**src/sv/array_double_ended_queue_macros.svh**
```systemverilog
// ----------------------------------------------------------------------------
// array double-ended queue assertion macros
// shared concurrent assertion forms, clocked on clk, disabled in reset
// ----------------------------------------------------------------------------
`ifndef ARRAY_DOUBLE_ENDED_QUEUE_MACROS_SVH
`define ARRAY_DOUBLE_ENDED_QUEUE_MACROS_SVH

// same-cycle implication
`define ADQ_ASSERT_IMP(label, ante, cons) \
  label: assert property (@(posedge clk) disable iff (!rst_n) (ante) |-> (cons)) \
    else $error("adq assertion failed");

// next-cycle implication
`define ADQ_ASSERT_NXT(label, ante, cons) \
  label: assert property (@(posedge clk) disable iff (!rst_n) (ante) |=> (cons)) \
    else $error("adq assertion failed");

`endif

```
**src/sv/adq_pkg.sv**
```systemverilog
// ----------------------------------------------------------------------------
// adq_pkg
// types and constants of the array double-ended queue
// ----------------------------------------------------------------------------
package adq_pkg;

  localparam int DEPTH = 16;
  localparam int IDX_W = $clog2(DEPTH);
  localparam int PTR_W = $clog2(DEPTH) + 1;
  localparam int MODE_W = 3;
  localparam int DATA_W = 32;
  localparam int POS_W = 5;
  localparam int CNT_W = 5;
  localparam int STS_W = 2;
  localparam int CMP_W = (PTR_W > POS_W) ? PTR_W : POS_W;

  typedef enum logic [MODE_W-1:0] {
    MD_PUSH_REAR  = 3'd0,
    MD_PUSH_FRONT = 3'd1,
    MD_POP_FRONT  = 3'd2,
    MD_POP_REAR   = 3'd3,
    MD_PEEK       = 3'd4
  } mode_t;

  typedef enum logic [STS_W-1:0] {
    ST_OK      = 2'd0,
    ST_NO_ROOM = 2'd1,
    ST_EMPTY   = 2'd2,
    ST_BAD_POS = 2'd3
  } status_t;

  typedef enum logic [1:0] {
    CS_IDLE,
    CS_EXEC,
    CS_OUT
  } ctl_state_t;

  typedef struct packed {
    logic load;
    logic exec;
  } ctl_cmd_t;

endpackage

```
**src/sv/adq_ctrl.sv**
```systemverilog
// ----------------------------------------------------------------------------
// adq_ctrl
// sequencer: accept one item, execute it, hold the result until transfer
// ----------------------------------------------------------------------------
module adq_ctrl (
  input  logic              clk,
  input  logic              rst_n,
  input  logic              in_valid,
  output logic              in_ready,
  output logic              out_valid,
  input  logic              out_ready,
  output adq_pkg::ctl_cmd_t cmd
);

  adq_pkg::ctl_state_t state_r, state_nxt;

  always_ff @(posedge clk) begin
    if (!rst_n) begin
      state_r <= adq_pkg::CS_IDLE;
    end else begin
      state_r <= state_nxt;
    end
  end

  always_comb begin
    state_nxt = state_r;
    in_ready  = 1'b0;
    out_valid = 1'b0;
    cmd.load  = 1'b0;
    cmd.exec  = 1'b0;
    case (state_r)
      adq_pkg::CS_IDLE: begin
        in_ready = 1'b1;
        if (in_valid) begin
          cmd.load  = 1'b1;
          state_nxt = adq_pkg::CS_EXEC;
        end
      end
      adq_pkg::CS_EXEC: begin
        cmd.exec  = 1'b1;
        state_nxt = adq_pkg::CS_OUT;
      end
      adq_pkg::CS_OUT: begin
        out_valid = 1'b1;
        if (out_ready) begin
          state_nxt = adq_pkg::CS_IDLE;
        end
      end
      default: begin
        state_nxt = adq_pkg::CS_IDLE;
      end
    endcase
  end

endmodule

```
**src/sv/adq_datapath.sv**
```systemverilog
// ----------------------------------------------------------------------------
// adq_datapath
// item register, head and tail pointers, slot memory and result register
// ----------------------------------------------------------------------------
module adq_datapath (
  input  logic                             clk,
  input  logic                             rst_n,
  input  adq_pkg::ctl_cmd_t                cmd,
  input  logic [adq_pkg::MODE_W-1:0]       in_mode,
  input  logic signed [adq_pkg::DATA_W-1:0] in_value,
  input  logic [adq_pkg::POS_W-1:0]        in_position,
  output logic [adq_pkg::STS_W-1:0]        out_status,
  output logic signed [adq_pkg::DATA_W-1:0] out_data,
  output logic [adq_pkg::CNT_W-1:0]        out_count
);

  localparam int IDX_W = adq_pkg::IDX_W;
  localparam int PTR_W = adq_pkg::PTR_W;
  localparam int CMP_W = adq_pkg::CMP_W;

  logic [adq_pkg::MODE_W-1:0]        mode_r;
  logic signed [adq_pkg::DATA_W-1:0] value_r;
  logic [adq_pkg::POS_W-1:0]         position_r;

  logic [PTR_W-1:0] head_r, head_nxt;
  logic [PTR_W-1:0] tail_r, tail_nxt;
  logic [PTR_W-1:0] cnt;
  logic [PTR_W-1:0] cnt_new;
  logic [PTR_W-1:0] peek_sum;
  logic [CMP_W-1:0] pos_ext;
  logic [CMP_W-1:0] cnt_ext;
  logic [CMP_W-1:0] cnt_new_ext;
  logic             settle;
  logic             wr_en;
  logic             rd_en;
  logic [IDX_W-1:0] addr;

  adq_pkg::status_t status_nxt;

  logic [adq_pkg::STS_W-1:0]         status_r;
  logic [adq_pkg::CNT_W-1:0]         count_r;
  logic                              rd_flag_r;
  logic signed [adq_pkg::DATA_W-1:0] rd_data_r;

  logic signed [adq_pkg::DATA_W-1:0] slots [adq_pkg::DEPTH];

  always_ff @(posedge clk) begin
    if (cmd.load) begin
      mode_r     <= in_mode;
      value_r    <= in_value;
      position_r <= in_position;
    end
  end

  always_comb begin
    cnt        = tail_r - head_r;
    pos_ext    = CMP_W'(position_r);
    cnt_ext    = CMP_W'(cnt);
    peek_sum   = head_r + PTR_W'(position_r) - PTR_W'(1);
    head_nxt   = head_r;
    tail_nxt   = tail_r;
    status_nxt = adq_pkg::ST_OK;
    settle     = 1'b0;
    wr_en      = 1'b0;
    rd_en      = 1'b0;
    addr       = '0;
    case (adq_pkg::mode_t'(mode_r))
      adq_pkg::MD_PUSH_REAR: begin
        if (tail_r >= PTR_W'(adq_pkg::DEPTH)) begin
          status_nxt = adq_pkg::ST_NO_ROOM;
        end else begin
          wr_en    = 1'b1;
          addr     = tail_r[IDX_W-1:0];
          tail_nxt = tail_r + PTR_W'(1);
        end
      end
      adq_pkg::MD_PUSH_FRONT: begin
        if (head_r == '0) begin
          status_nxt = adq_pkg::ST_NO_ROOM;
        end else begin
          head_nxt = head_r - PTR_W'(1);
          wr_en    = 1'b1;
          addr     = head_nxt[IDX_W-1:0];
        end
      end
      adq_pkg::MD_POP_FRONT: begin
        settle = 1'b1;
        if (cnt == '0) begin
          status_nxt = adq_pkg::ST_EMPTY;
        end else begin
          rd_en    = 1'b1;
          addr     = head_r[IDX_W-1:0];
          head_nxt = head_r + PTR_W'(1);
        end
      end
      adq_pkg::MD_POP_REAR: begin
        settle = 1'b1;
        if (cnt == '0) begin
          status_nxt = adq_pkg::ST_EMPTY;
        end else begin
          tail_nxt = tail_r - PTR_W'(1);
          rd_en    = 1'b1;
          addr     = tail_nxt[IDX_W-1:0];
        end
      end
      adq_pkg::MD_PEEK: begin
        if (cnt == '0) begin
          status_nxt = adq_pkg::ST_EMPTY;
        end else if (pos_ext == '0 || pos_ext > cnt_ext) begin
          status_nxt = adq_pkg::ST_BAD_POS;
        end else begin
          rd_en = 1'b1;
          addr  = peek_sum[IDX_W-1:0];
        end
      end
      default: begin
        status_nxt = adq_pkg::ST_OK;
      end
    endcase
    if (settle && head_nxt >= tail_nxt) begin
      head_nxt = '0;
      tail_nxt = '0;
    end
    cnt_new     = tail_nxt - head_nxt;
    cnt_new_ext = CMP_W'(cnt_new);
  end

  always_ff @(posedge clk) begin
    if (!rst_n) begin
      head_r <= '0;
      tail_r <= '0;
    end else if (cmd.exec) begin
      head_r <= head_nxt;
      tail_r <= tail_nxt;
    end
  end

  always_ff @(posedge clk) begin
    if (cmd.exec) begin
      status_r  <= status_nxt;
      count_r   <= cnt_new_ext[adq_pkg::CNT_W-1:0];
      rd_flag_r <= rd_en;
    end
  end

  always_ff @(posedge clk) begin
    if (cmd.exec && wr_en) begin
      slots[addr] <= value_r;
    end
    if (cmd.exec && rd_en) begin
      rd_data_r <= slots[addr];
    end
  end

  assign out_status = status_r;
  assign out_count  = count_r;
  assign out_data   = rd_flag_r ? rd_data_r : '0;

endmodule

```
**src/sv/array_double_ended_queue.sv**
```systemverilog
// ----------------------------------------------------------------------------
// array_double_ended_queue
// linear array double-ended queue with push and pop at both ends and peek
//
//   channel   ports                                 transfer
//   in        in_mode, in_value, in_position        in_valid & in_ready
//   out       out_status, out_data, out_count       out_valid & out_ready
//
// the item is registered at its input transfer; in the exec state it is executed against
// the pointers and the single-port slot memory, and the result is offered in
// the next cycle. the next item is taken only in the idle state after the
// result transfer, so the block takes no new item before the last result is out.
// reset is synchronous and clears the head and tail pointers; slot contents stay
// undefined until written. a stalled result holds the block.
// ----------------------------------------------------------------------------
`include "array_double_ended_queue_macros.svh"

module array_double_ended_queue (
  input  logic                             clk,
  input  logic                             rst_n,
  input  logic                             in_valid,
  output logic                             in_ready,
  input  logic [adq_pkg::MODE_W-1:0]       in_mode,
  input  logic signed [adq_pkg::DATA_W-1:0] in_value,
  input  logic [adq_pkg::POS_W-1:0]        in_position,
  output logic                             out_valid,
  input  logic                             out_ready,
  output logic [adq_pkg::STS_W-1:0]        out_status,
  output logic signed [adq_pkg::DATA_W-1:0] out_data,
  output logic [adq_pkg::CNT_W-1:0]        out_count
);

  adq_pkg::ctl_cmd_t cmd;

  adq_ctrl u_ctrl (
    .clk       (clk),
    .rst_n     (rst_n),
    .in_valid  (in_valid),
    .in_ready  (in_ready),
    .out_valid (out_valid),
    .out_ready (out_ready),
    .cmd       (cmd)
  );

  adq_datapath u_datapath (
    .clk         (clk),
    .rst_n       (rst_n),
    .cmd         (cmd),
    .in_mode     (in_mode),
    .in_value    (in_value),
    .in_position (in_position),
    .out_status  (out_status),
    .out_data    (out_data),
    .out_count   (out_count)
  );

  `ADQ_ASSERT_NXT(a_one_item, in_valid && in_ready, !in_ready && cmd.exec)
  `ADQ_ASSERT_NXT(a_result_follows, cmd.exec, out_valid)
  `ADQ_ASSERT_IMP(a_fail_no_data, out_valid && out_status != adq_pkg::ST_OK, out_data == '0)
  `ADQ_ASSERT_IMP(a_count_bound, out_valid, out_count <= adq_pkg::CNT_W'(adq_pkg::DEPTH))

endmodule

```
**config.mk**
```make
export PLATFORM = sky130hd
export DESIGN_NAME = array_double_ended_queue
export DESIGN_NICKNAME = d
export VERILOG_FILES = /design/src/sv/adq_pkg.sv /design/src/sv/adq_ctrl.sv /design/src/sv/adq_datapath.sv /design/src/sv/array_double_ended_queue.sv
export VERILOG_INCLUDE_DIRS = /design/src /design/src/sv
export SDC_FILE = /design/constraint.sdc
export NUM_CORES = 1
export LEC_CHECK = 0
export CORE_UTILIZATION = 60
export CTS_BUF_LIST = sky130_fd_sc_hd__clkbuf_8
export DETAILED_ROUTE_END_ITERATION = 10
export DONT_BUFFER_PORTS = 1
export GPL_ROUTABILITY_DRIVEN = 1
export PLACE_DENSITY_LB_ADDON = 0.3
export SLEW_MARGIN = 30
export SYNTH_ARGS = -nofsm -noshare
export SYNTH_HDL_FRONTEND = slang
export SYNTH_SLANG_ARGS = --single-unit
export TNS_END_PERCENT = 10
```
**constraint.sdc**
```tcl
create_clock -name clk -period 7.4 [get_ports clk]
set_input_delay 0.74 -clock clk [delete_from_list [all_inputs] [get_ports clk]]
set_output_delay 0.74 -clock clk [all_outputs]
set_load 0.1 [all_outputs]
```
==> metrics.csv <==
stage,metric,value,unit
layout,Multi-input gate area,6380,um^2
layout,P&R area growth vs syn,9.31,%
grt,largest net degree at the start of global routing,167,
synthesis,"Avg Cell Area, Syn",13.2,um^2
layout,Filler cells,2847,
setup_path,Worst Path Required,7.92,ns
die,initial core utilization,60.8,%
die,# rows,74,
drt,DRT antenna net count,0,
sta,max-slew violations,0,
sta,Worst slew margin,33.4,%
drt,routed wire length,56.8,mm
synthesis,Cell variety after synth,65,
setup_path,type of origin of the critical path,flop,
synthesis,Synth Net Count,1954,
min_path,hold path start,in_value[17],
synthesis,most common flop cell mapped by yosys,edfxtp_1,
clocking,# Post-CTS Setup Buffers,0,
clocking,# hold bufs at CTS,0,
die,die height,205,um
synthesis,sequential area share after synthesis,72.6,%
setup_path,reg2reg end,u_datapath.rd_data_r[25]$_DFFE_PP_,
synthesis,cell area after synthesis,24800,um^2
drt,first-pass iteration count of the detailed router,6,
synthesis,Yosys top cell area share,71.6,%
synthesis,Yosys top cell by area,edfxtp_1,
status,status,finished clean,
clocking,H-tree depth,3,
grt,gr usage total,27.4,%
place,GP Congestion,0.911,
synthesis,Mapped Cells,1879,
sta,period utilization,76.4,%
setup_path,worst-path maximum fanout,166,
sta,RSZ-0062 raised after global routing,false,
drt,DRT iter0 DRCs,1534,
clocking,post-CTS sizing,0,
setup_path,CP startpoint,u_datapath.head_r[2]$_SDFFE_PN0P_,
pwr,VDD IR max,0.135,mV
sta,worst slew pin tran,1.01,ns
layout,Register Area,18000,um^2
layout,final core utilization,66.5,%
die,Die W,205,um
grt,vias in the first global route,15400,
place,Final HPWL DP,29.6,mm
clocking,clk_lat worst skew,0.67,ns
synthesis,Post-synth EDFFs,592,
sta,highest clock rate,0.177,GHz
grt,initial antenna violation count,0,
sta,Final setup viols,0,
setup_path,Crit Path Category,reg2reg,
synthesis,dominant cells by area after synthesis,"edfxtp_1 (72%), nand2_1 (8.1%), and3_1 (3.2%), a311oi_1 (2.2%), a31oi_1 (1.6%)",
die,# IOs,85,
layout,diodes inserted,0,
synthesis,#FFs+latches synth,604,
min_path,HP Class,in2reg,
drt,mean routed wirelength per cell,22.8,um
setup_path,CP Capture Type,flop,
sta,Fin. Hold Viols,0,
synthesis,fraction of registers with async set/reset,0,%
run,max cap viols,0,
grt,first-pass GRT wire length,85.7,mm
pwr,Pleak,9.45,nW
pwr,total power,0.00650,W
sta,Clock Skew,0.0214,ns
clocking,cts bufs inserted,95,
setup_path,CP endpoint,u_datapath.rd_data_r[25]$_DFFE_PP_,
layout,final net count,1962,
drt,vias after detailed routing,15400,
drt,routed vias/inst,6.17,
setup_path,RR Startpoint,u_datapath.head_r[2]$_SDFFE_PN0P_,
synthesis,yosys warns,0,
setup_path,Reg2Reg Setup Slack,1.75,ns
setup_path,WP data arrival,6.17,ns
sta,final worst slack,1.75,ns
pwr,PwrDens,240,nW/um^2
clocking,"CTS clk-pin slew, worst paths",0.06,ns
die,Die Area,42200,um^2
clocking,CTS tree,done,
sta,post-route setup TNS,0,ns
setup_path,R2R depth,18,
clocking,root buf cell,clkbuf_8,
drt,DRC viols,0,
clocking,CTS Buffer Depth,3,
layout,share of post-route cells with drive strength above 1,9.33,%
die,area of the core,40800,um^2
place,port bufs,0,
grt,global route total overflow,0,
sta,Final min period,5.65,ns
clocking,clk sink count,604,
place,DP Worst Slack,1.80,ns
==> flip-flops by register name (all words and copies together) (netlist names), 3 cells and up <==
name                  cells
u_datapath.mode_r         3
u_datapath.tail_r         5
u_datapath.rd_data_r     32
u_datapath.pos_ext        5
u_datapath.head_r         5
u_datapath.value_r       32
u_datapath.slots        512
u_datapath.out_count      5
==> cell families (layout without fill, tap and decap cells) <==
group                    after synthesis  after routing  share of synthesized area, %
AO/OA/AOI/OAI                        284            284                          8.10
multiplexers                          13             13                         0.630
flip-flops                           604            604                          72.6
AND/OR/NAND/NOR                      783            783                          14.1
buffers and inverters                149            231                          2.46
XOR/XNOR                              15             15                         0.529
adder cells (fa/ha/maj)               31             31                          1.65
==> report_power, final <==
| part | internal (W) | switching (W) | total [W] |
|---|---|---|---|
| clock | 0.00121 | 0.00127 | 0.00248 |
| sequential | 0.00379 | 0.0000698 | 0.00386 |
| combinational | 0.0000476 | 0.000118 | 0.000165 |
==> per-layer routing <==
metal  GRT usage [%]  wire, um  vias to the layer above
met5               0         0                        -
met2            44.6     27300                      708
met1            36.3     23300                     7566
met4            11.6      1820                        0
met3            5.12      4300                      131
li1                -         -                     6985
==> synthesized netlist by cell type, types with 13 or more instances <==
cell type,number
nor2_1,32
and3_1,129
a31oi_1,64
clkbuf_1,73
a211oi_1,32
nand2_1,533
and2_1,39
edfxtp_1,592
a311oi_1,63
ha_1,28
buf_1,13
a21oi_1,77
inv_1,28
buf_2,32
==> critical path, cell delays in order, from the launching register on <==
cell and delay (ns):
dfxtp_1 0.49, inv_1 0.17, ha_1 0.39, a21oi_1 0.10, a21boi_1 0.31, o22ai_4 0.16
nor2_2 0.28, inv_2 0.16, ha_1 0.21, mux4_2 0.48, nand2b_1 0.17, o31a_2 0.23
buf_12 0.54, buf_4 0.88, nand2_1 0.14, and3_1 0.22, a311oi_1 0.27, a21oi_1 0.08
a21oi_1 0.18
==> layout make-up <==
class | instances | share of cell area [%]
flip-flops and latches | 604 | 66.4
repair buffers | 31 | 1.14
well taps | 532 | 2.45
inverters | 29 | 0.401
clock buffers | 95 | 4.82
clock inverters | 76 | 1.29
multi-input cells | 1126 | 23.5
==> stage by stage <==
step	std cells	cell area, um^2	hold slack [ns]
3_3_place_gp	2320	25400	0.564
4_1_cts	2493	27100	0.108
5_1_grt	2493	27100	0.114
3_5_place_dp	2322	25500	0.567
6_report	2493	27100	0.160
2_1_floorplan	1879	24800	0.472
==> worst min-delay path by stage <==
stage / to / slack [ns] / depth (start not counted)
6_report: u_datapath.value_r[17]$_DFFE_PP_ / 0.16 / 0
5_1_grt: u_datapath.value_r[10]$_DFFE_PP_ / 0.11 / 0
4_1_cts: u_datapath.value_r[13]$_DFFE_PP_ / 0.11 / 0
3_5_place_dp: u_datapath.tail_r[3]$_SDFFE_PN0P_ / 0.57 / 2
3_3_place_gp: u_datapath.head_r[1]$_SDFFE_PN0P_ / 0.56 / 1
2_1_floorplan: u_datapath.tail_r[3]$_SDFFE_PN0P_ / 0.47 / 2
==> placed cells by master (no fill, tap or decap), drive strengths merged, types with 10 or more instances in the layout <==
cell and instances:
buf 31, a31oi 64, dfxtp 12, clkbuf 95
nand2 533, a211oi 32, nor3 13, clkinv 41
mux2i 10, and2 39, nor2 34, and3 129
edfxtp 592, a21oi 77, ha 28, a311oi 63
inv 62
(Power assumes the default switching activity.)
